$ cat config.mk
export PLATFORM = sky130hd
export DESIGN_NAME = button_press_hold_click_events_unit
export DESIGN_NICKNAME = d
export VERILOG_FILES = /design/src/rtl/core/bphc_pkg.sv /design/src/rtl/core/bphc_front.sv /design/src/rtl/core/bphc_queue.sv /design/src/rtl/core/bphc_back.sv /design/src/rtl/core/button_press_hold_click_events_unit.sv
export SDC_FILE = /design/constraint.sdc
export NUM_CORES = 1
export LEC_CHECK = 0
export ABC_AREA = 0
export BUFFER_PORTS_ARGS = -buffer_cell sky130_fd_sc_hd__buf_2
export CAP_MARGIN = 20
export CORE_MARGIN = 2
export CORE_UTILIZATION = 45
export CTS_BUF_LIST = sky130_fd_sc_hd__clkbuf_4 sky130_fd_sc_hd__clkbuf_8 sky130_fd_sc_hd__clkbuf_16
export DETAILED_ROUTE_END_ITERATION = 10
export SLEW_MARGIN = 0
export SYNTH_ARGS = -nofsm -noshare
export SYNTH_HDL_FRONTEND = slang
export SYNTH_SLANG_ARGS = --single-unit
$ cat constraint.sdc
create_clock -name clk -period 8.8 [get_ports clk]
set_input_delay 1.76 -clock clk [delete_from_list [all_inputs] [get_ports clk]]
set_output_delay 1.76 -clock clk [all_outputs]
set_load 0.02 [all_outputs]
$ cat src/rtl/core/bphc_pkg.sv
// Shared types and constants for the button press/hold/click event unit.
// Used by every module under rtl/core; depends on nothing.
package bphc_pkg;

    localparam int MAX_BUTTONS = 8;
    localparam int TIME_BITS   = 32;
    localparam int SLOT_BITS   = 3;
    localparam int COUNT_BITS  = 4;
    localparam int CLICK_BITS  = 16;
    localparam int CFG_IDX_BITS = 2;
    localparam int IN_TDATA_BITS  = 40;
    localparam int OUT_TDATA_BITS = 40;

    localparam logic [COUNT_BITS-1:0] MAX_BUTTONS_C = COUNT_BITS'(MAX_BUTTONS);

    localparam logic [CFG_IDX_BITS-1:0] REG_HOLD_TIME  = 2'd0;
    localparam logic [CFG_IDX_BITS-1:0] REG_CLICK_MIN  = 2'd1;
    localparam logic [CFG_IDX_BITS-1:0] REG_ACTIVE_BTN = 2'd2;

    localparam logic [TIME_BITS-1:0]  HOLD_TIME_RESET  = 32'd1000;
    localparam logic [CLICK_BITS-1:0] CLICK_MIN_RESET  = 16'd50;
    localparam logic [COUNT_BITS-1:0] ACTIVE_BTN_RESET = 4'd8;

    typedef enum logic [1:0] {
        EV_NONE  = 2'd0,
        EV_PRESS = 2'd1,
        EV_HOLD  = 2'd2,
        EV_CLICK = 2'd3
    } event_t;

    // One classified poll, as it travels from the front to the back.
    typedef struct packed {
        logic                 slot_ok;
        logic [SLOT_BITS-1:0] slot;
        logic                 pressed;
        logic [TIME_BITS-1:0] now;
    } poll_t;

endpackage

$ cat src/rtl/core/bphc_front.sv
// Front end: unpacks an input item and marks whether its slot is in use.
// Depends on bphc_pkg.
module bphc_front
    import bphc_pkg::*;
(
    input  logic [IN_TDATA_BITS-1:0] tdata,
    input  logic [COUNT_BITS-1:0]    active_buttons,
    output poll_t                    poll
);

    logic [COUNT_BITS-1:0] limit;
    logic [SLOT_BITS-1:0]  slot;

    assign slot  = tdata[SLOT_BITS-1:0];
    // Clamp the active count to the table size.
    assign limit = (active_buttons > MAX_BUTTONS_C) ? MAX_BUTTONS_C : active_buttons;

    always_comb
    begin
        poll.slot    = slot;
        poll.pressed = tdata[SLOT_BITS];
        poll.now     = tdata[SLOT_BITS+TIME_BITS:SLOT_BITS+1];
        poll.slot_ok = ({1'b0, slot} < limit);
    end

endmodule

$ cat src/rtl/core/bphc_queue.sv
// Two-entry queue between front and back; push and pop may share a cycle.
// Depends on bphc_pkg for the poll_t item type.
module bphc_queue
    import bphc_pkg::*;
(
    input  logic  clk,
    input  logic  rst_n,
    input  logic  push,
    input  poll_t push_item,
    output logic  not_full,
    input  logic  pop,
    output poll_t pop_item,
    output logic  not_empty
);

    poll_t       entry_reg [2];
    logic        wr_ptr_reg;
    logic        rd_ptr_reg;
    logic [1:0]  count_reg;
    logic [1:0]  count_next;

    assign not_full  = (count_reg != 2'd2);
    assign not_empty = (count_reg != 2'd0);
    assign pop_item  = entry_reg[rd_ptr_reg];

    always_comb
    begin
        count_next = count_reg;
        if (push && !pop)
        begin
            count_next = count_reg + 2'd1;
        end
        else if (pop && !push)
        begin
            count_next = count_reg - 2'd1;
        end
    end

    always_ff @(posedge clk or negedge rst_n)
    begin
        if (!rst_n)
        begin
            wr_ptr_reg <= 1'b0;
            rd_ptr_reg <= 1'b0;
            count_reg  <= 2'd0;
        end
        else
        begin
            if (push)
            begin
                wr_ptr_reg <= ~wr_ptr_reg;
            end
            if (pop)
            begin
                rd_ptr_reg <= ~rd_ptr_reg;
            end
            count_reg <= count_next;
        end
    end

    always_ff @(posedge clk)
    begin
        if (push)
        begin
            entry_reg[wr_ptr_reg] <= push_item;
        end
    end

endmodule

$ cat src/rtl/core/bphc_back.sv
// Back end: button table, event decision and the output register.
// Depends on bphc_pkg.
module bphc_back
    import bphc_pkg::*;
(
    input  logic                      clk,
    input  logic                      rst_n,
    input  poll_t                     poll,
    input  logic                      poll_valid,
    output logic                      poll_take,
    input  logic [TIME_BITS-1:0]      hold_time_ms,
    input  logic [CLICK_BITS-1:0]     click_min_ms,
    output logic                      out_valid,
    input  logic                      out_ready,
    output logic [OUT_TDATA_BITS-1:0] out_data
);

    logic [MAX_BUTTONS-1:0] down_reg;
    logic [MAX_BUTTONS-1:0] seen_reg;
    logic [TIME_BITS-1:0]   start_reg [MAX_BUTTONS];
    logic [TIME_BITS-1:0]   last_reg  [MAX_BUTTONS];

    logic                   valid_reg;
    event_t                 event_reg;
    logic [TIME_BITS-1:0]   held_reg;

    logic                   down;
    logic                   seen;
    logic [TIME_BITS-1:0]   dur;
    logic [TIME_BITS-1:0]   since_hold;
    logic                   hold_due;
    logic                   repeat_due;

    event_t                 event_next;
    logic [TIME_BITS-1:0]   held_next;
    logic                   down_next;
    logic                   seen_next;
    logic                   start_wr;
    logic                   last_wr;

    assign poll_take = poll_valid && (!valid_reg || out_ready);
    assign out_valid = valid_reg;
    assign out_data  = {{(OUT_TDATA_BITS-TIME_BITS-2){1'b0}}, held_reg, event_reg};

    assign down       = down_reg[poll.slot];
    assign seen       = seen_reg[poll.slot];
    assign dur        = poll.now - start_reg[poll.slot];
    assign since_hold = poll.now - last_reg[poll.slot];
    assign hold_due   = (dur >= hold_time_ms);
    assign repeat_due = (since_hold >= hold_time_ms);

    always_comb
    begin
        event_next = EV_NONE;
        held_next  = '0;
        down_next  = down;
        seen_next  = seen;
        start_wr   = 1'b0;
        last_wr    = 1'b0;
        if (poll.slot_ok)
        begin
            if (poll.pressed && !down)
            begin
                down_next  = 1'b1;
                seen_next  = 1'b0;
                start_wr   = 1'b1;
                event_next = EV_PRESS;
            end
            else if (poll.pressed)
            begin
                held_next = dur;
                if (hold_due && (!seen || repeat_due))
                begin
                    seen_next  = 1'b1;
                    last_wr    = 1'b1;
                    event_next = EV_HOLD;
                end
            end
            else if (down)
            begin
                down_next = 1'b0;
                if (!seen && (dur >= {{(TIME_BITS-CLICK_BITS){1'b0}}, click_min_ms}))
                begin
                    event_next = EV_CLICK;
                end
            end
        end
    end

    always_ff @(posedge clk or negedge rst_n)
    begin
        if (!rst_n)
        begin
            down_reg  <= '0;
            seen_reg  <= '0;
            valid_reg <= 1'b0;
        end
        else
        begin
            if (poll_take)
            begin
                down_reg[poll.slot] <= down_next;
                seen_reg[poll.slot] <= seen_next;
                valid_reg           <= 1'b1;
            end
            else if (out_ready)
            begin
                valid_reg <= 1'b0;
            end
        end
    end

    // Times are read only while the matching flag is set, so they need no reset.
    always_ff @(posedge clk)
    begin
        if (poll_take)
        begin
            event_reg <= event_next;
            held_reg  <= held_next;
            if (start_wr)
            begin
                start_reg[poll.slot] <= poll.now;
            end
            if (last_wr)
            begin
                last_reg[poll.slot] <= poll.now;
            end
        end
    end

endmodule

$ cat src/rtl/core/button_press_hold_click_events_unit.sv
// Top level of the button press/hold/click event unit: config registers,
// front, queue and back. Depends on bphc_pkg, bphc_front, bphc_queue, bphc_back.
//
//  port group   dir  handshake          payload
//  s_*          in   s_tvalid/s_tready  s_tdata: button_slot, pressed_level, now_ms
//  m_*          out  m_tvalid/m_tready  m_tdata: event_code, held_for_ms
//  cfg_*        in   cfg_valid/cfg_ready cfg_index, cfg_data
//
// One item per cycle sustained while m_tready does not stall the output; an accepted
// item is first written into the queue, then the table update writes its result into
// the output register.
// The table update is a read-modify-write of one slot, which sets the rate.
// Reset clears the button flags and loads the register defaults.
// The two-entry queue lets input keep flowing for two items while m_tready is low.
module button_press_hold_click_events_unit
    import bphc_pkg::*;
(
    input  logic                      clk,
    input  logic                      rst_n,
    input  logic                      s_tvalid,
    output logic                      s_tready,
    input  logic [IN_TDATA_BITS-1:0]  s_tdata,   // [2:0] button_slot, [3] pressed_level,
                                                 // [35:4] now_ms, [39:36] zero
    output logic                      m_tvalid,
    input  logic                      m_tready,
    output logic [OUT_TDATA_BITS-1:0] m_tdata,   // [1:0] event_code, [33:2] held_for_ms,
                                                 // [39:34] zero
    input  logic                      cfg_valid,
    output logic                      cfg_ready,
    input  logic [CFG_IDX_BITS-1:0]   cfg_index,
    input  logic [TIME_BITS-1:0]      cfg_data
);

    logic [TIME_BITS-1:0]  hold_time_reg;
    logic [CLICK_BITS-1:0] click_min_reg;
    logic [COUNT_BITS-1:0] active_btn_reg;

    poll_t front_poll;
    poll_t queue_poll;
    logic  queue_not_full;
    logic  queue_not_empty;
    logic  back_take;

    assign cfg_ready = 1'b1;
    assign s_tready  = queue_not_full;

    always_ff @(posedge clk or negedge rst_n)
    begin
        if (!rst_n)
        begin
            hold_time_reg  <= HOLD_TIME_RESET;
            click_min_reg  <= CLICK_MIN_RESET;
            active_btn_reg <= ACTIVE_BTN_RESET;
        end
        else if (cfg_valid)
        begin
            case (cfg_index)
                REG_HOLD_TIME:  hold_time_reg  <= cfg_data;
                REG_CLICK_MIN:  click_min_reg  <= cfg_data[CLICK_BITS-1:0];
                REG_ACTIVE_BTN: active_btn_reg <= cfg_data[COUNT_BITS-1:0];
                default:        ;
            endcase
        end
    end

    bphc_front u_front (
        .tdata          (s_tdata),
        .active_buttons (active_btn_reg),
        .poll           (front_poll)
    );

    bphc_queue u_queue (
        .clk       (clk),
        .rst_n     (rst_n),
        .push      (s_tvalid && queue_not_full),
        .push_item (front_poll),
        .not_full  (queue_not_full),
        .pop       (back_take),
        .pop_item  (queue_poll),
        .not_empty (queue_not_empty)
    );

    bphc_back u_back (
        .clk          (clk),
        .rst_n        (rst_n),
        .poll         (queue_poll),
        .poll_valid   (queue_not_empty),
        .poll_take    (back_take),
        .hold_time_ms (hold_time_reg),
        .click_min_ms (click_min_reg),
        .out_valid    (m_tvalid),
        .out_ready    (m_tready),
        .out_data     (m_tdata)
    );

endmodule

==> out/metrics.cfg <==
[cells_and_area]
design_area_um2 = 35210
drive_above_1_share_pct = 16.93
diodes = 0
final_cell_count_no_fill = 3259
nNetsFinal = 2556
area_growth_pct = 14.95
final_cell_mix = edfxtp_1 (620), a22oi_1 (231), ha_1 (145)
final_common_cell = edfxtp_1

[sta]
setup_ws_ns = 1.008
final_max_slew_viol_count = 0
hold_viol_final = 0
setup_viol = 0
rsz0062_at_grt = no
min_period_ns = 7.792
worst_pin_slew_ns = 1.079
max_freq_mhz = 128.3
slew_headroom_pct = 27.87
finClkSkew_ns = 0.02836
min_period_over_period_pct = 88.55
fin_setup_tns_ns = 0

[worst_setup_path]
reg2regPathDepth = 25
arrival_ns = 8.10
required_ns = 9.10
crit_top_cell = o21ai_0
crit_buf_inv = 4
crit_family = compound AO/OA/AOI/OAI gates
reg2reg_from = u_queue.rd_ptr_reg
cpPeakStageDelay_ns = 0.75
cp_slowest_cell = nor3_2
crit_fanout = 30
critical_path_class = reg -> reg
r2r-end = u_back.last_reg[4][22]
reg2reg_slack_ns = 1.01
crit_path_start_kind = flop
critPathCaptureType = flop

[placement]
placed_cell_area_um2 = 32790
dp.final_hpwl_mm = 53.86
dp_slack_ns = 1.123
routabilityCongestion = 0.9097
numPortBuffers = 110
dp.cells = 3127

[min_path]
min_from = u_back.down_reg[5]
worstHoldPathCells = 2
hold_path_end = u_back.down_reg[5]
hold_path.class = reg -> reg

[clock_tree]
path_clk_slew_ns = 0.06
htree_levels = 3
clock_latency_ns = 0.62
cts-resized-gates = 0
cts_setup_buffers = 0
clock-sinks = 693
hold_buffers = 0
numCtsBuffers = 74
clockBufferDepth = 3
cts_tree = built
cts_root_buf = clkbuf_16

[die]
initial_core_util_pct = 45.53
rows = 95
die_h_um = 264.9
io_pins = 122
die_w_um = 264.9
core-area_um2 = 67280
dieArea_um2 = 70170

[flow_run]
drv_cap = 0

[grt]
grt_max_degree = 74
globalRouteTotalUtil_pct = 23.74
grt_pass1_wl_mm = 124.0
antenna_found_initial = 0
overflow = 0
grt_pass1_vias = 19590

[detailed_routing]
wl_per_cell_um = 25.66
drc = 0
firstDrtPassIters = 5
routed-via-count = 19600
routed_wl_mm = 83.63
via_per_inst = 6.013
first_iter_violations = 1922
ant_nets = 0

[synth]
syn_area_um2 = 30630
synth_simple_gate_area_share_pct = 7.863
synth-compound-area-share_pct = 13.32
synth.area.mux_share_pct = 2.390
synthFlopType = edfxtp_1
synth_cells = 2167
synth_top_family_by_area = compound AO/OA/AOI/OAI gates
synth_warnings = 0
synth-seq-area-share_pct = 66.79
avgSynthCellArea_um2 = 14.14
synth_xor_area_share_pct = 1.430
synth_cell_type_count = 76
synth-seq-cells = 693
synth_enable_flop_cells = 620
synth-adder-area-share_pct = 6.054
ys_async_sr_fraction_pct = 10.53

[status]
status = completed

==> per-layer routing <==
layer | GRT usage (%) | wire length [um] | vias up
met1 | 34.09 | 38010 | 9907
met4 | 6.627 | 1805 | 0
li1 | - | - | 8875
met2 | 38.28 | 38770 | 709
met5 | 0 | 0 | -
met3 | 2.898 | 5049 | 106
==> how the worst max path moves through the flow <==
stage | startpoint | end | cells after the start
6_report | u_queue.rd_ptr_reg | u_back.last_reg[4][22] | 25
5_1_grt | u_queue.rd_ptr_reg | u_back.last_reg[7][16] | 26
4_1_cts | u_queue.rd_ptr_reg | u_back.last_reg[4][22] | 23
3_3_place_gp | u_queue.rd_ptr_reg | u_back.last_reg[5][19] | 29
2_1_floorplan | u_queue.rd_ptr_reg | u_back.last_reg[0][0] | 27
3_5_place_dp | u_queue.rd_ptr_reg | u_back.last_reg[7][12] | 29
==> worst min-delay path: stages (launching register included) <==
cell and delay, ns:
dfrtp_1 0.34, nand2_1 0.05, o21ai_0 0.06
==> area by class of cell <==
type                    count  area [um2]
fillers                  5571       32070
flip-flops and latches    693       20460
multi-input cells        1313        9738
clock buffers             100        2090
repair buffers            168        1201
well taps                 873        1092
clock inverters            32       330.3
inverters                  80       300.3
==> cell families after synthesis <==
group	after synthesis
XOR/XNOR	50
adder cells (fa/ha/maj)	147
AND/OR/NAND/NOR	449
flip-flops	693
other	2
multiplexers	66
buffers and inverters	166
AO/OA/AOI/OAI	594
==> Yosys cell counts, types with 27 or more instances <==
cell	instances	area (um2)
inv_1	80	300.3
dfrtp_1	63	1577
clkbuf_1	67	251.5
a22oi_1	231	1734
a21oi_1	81	405.4
edfxtp_1	620	18620
and4_1	59	516.8
nand2_1	116	435.4
xnor2_1	30	262.8
nor2_1	100	375.4
o22ai_1	27	168.9
ha_1	145	1814
mux2_2	57	641.9
o21ai_0	90	450.4
nor3_1	27	135.1
a21o_1	42	315.3
==> metrics by stage <==
step | util, % | hold slack, ns
after detailed placement | 48.74 | 0.4725
after global placement | 48.74 | 0.4619
after CTS | 52.34 | 0.4859
final | 52.34 | 0.4838
after global routing | 52.34 | 0.5006
after floorplan | - | 0.4488
Power is not shown: default switching activity piles up to over one toggle a cycle in this logic, so the estimate is an artifact.
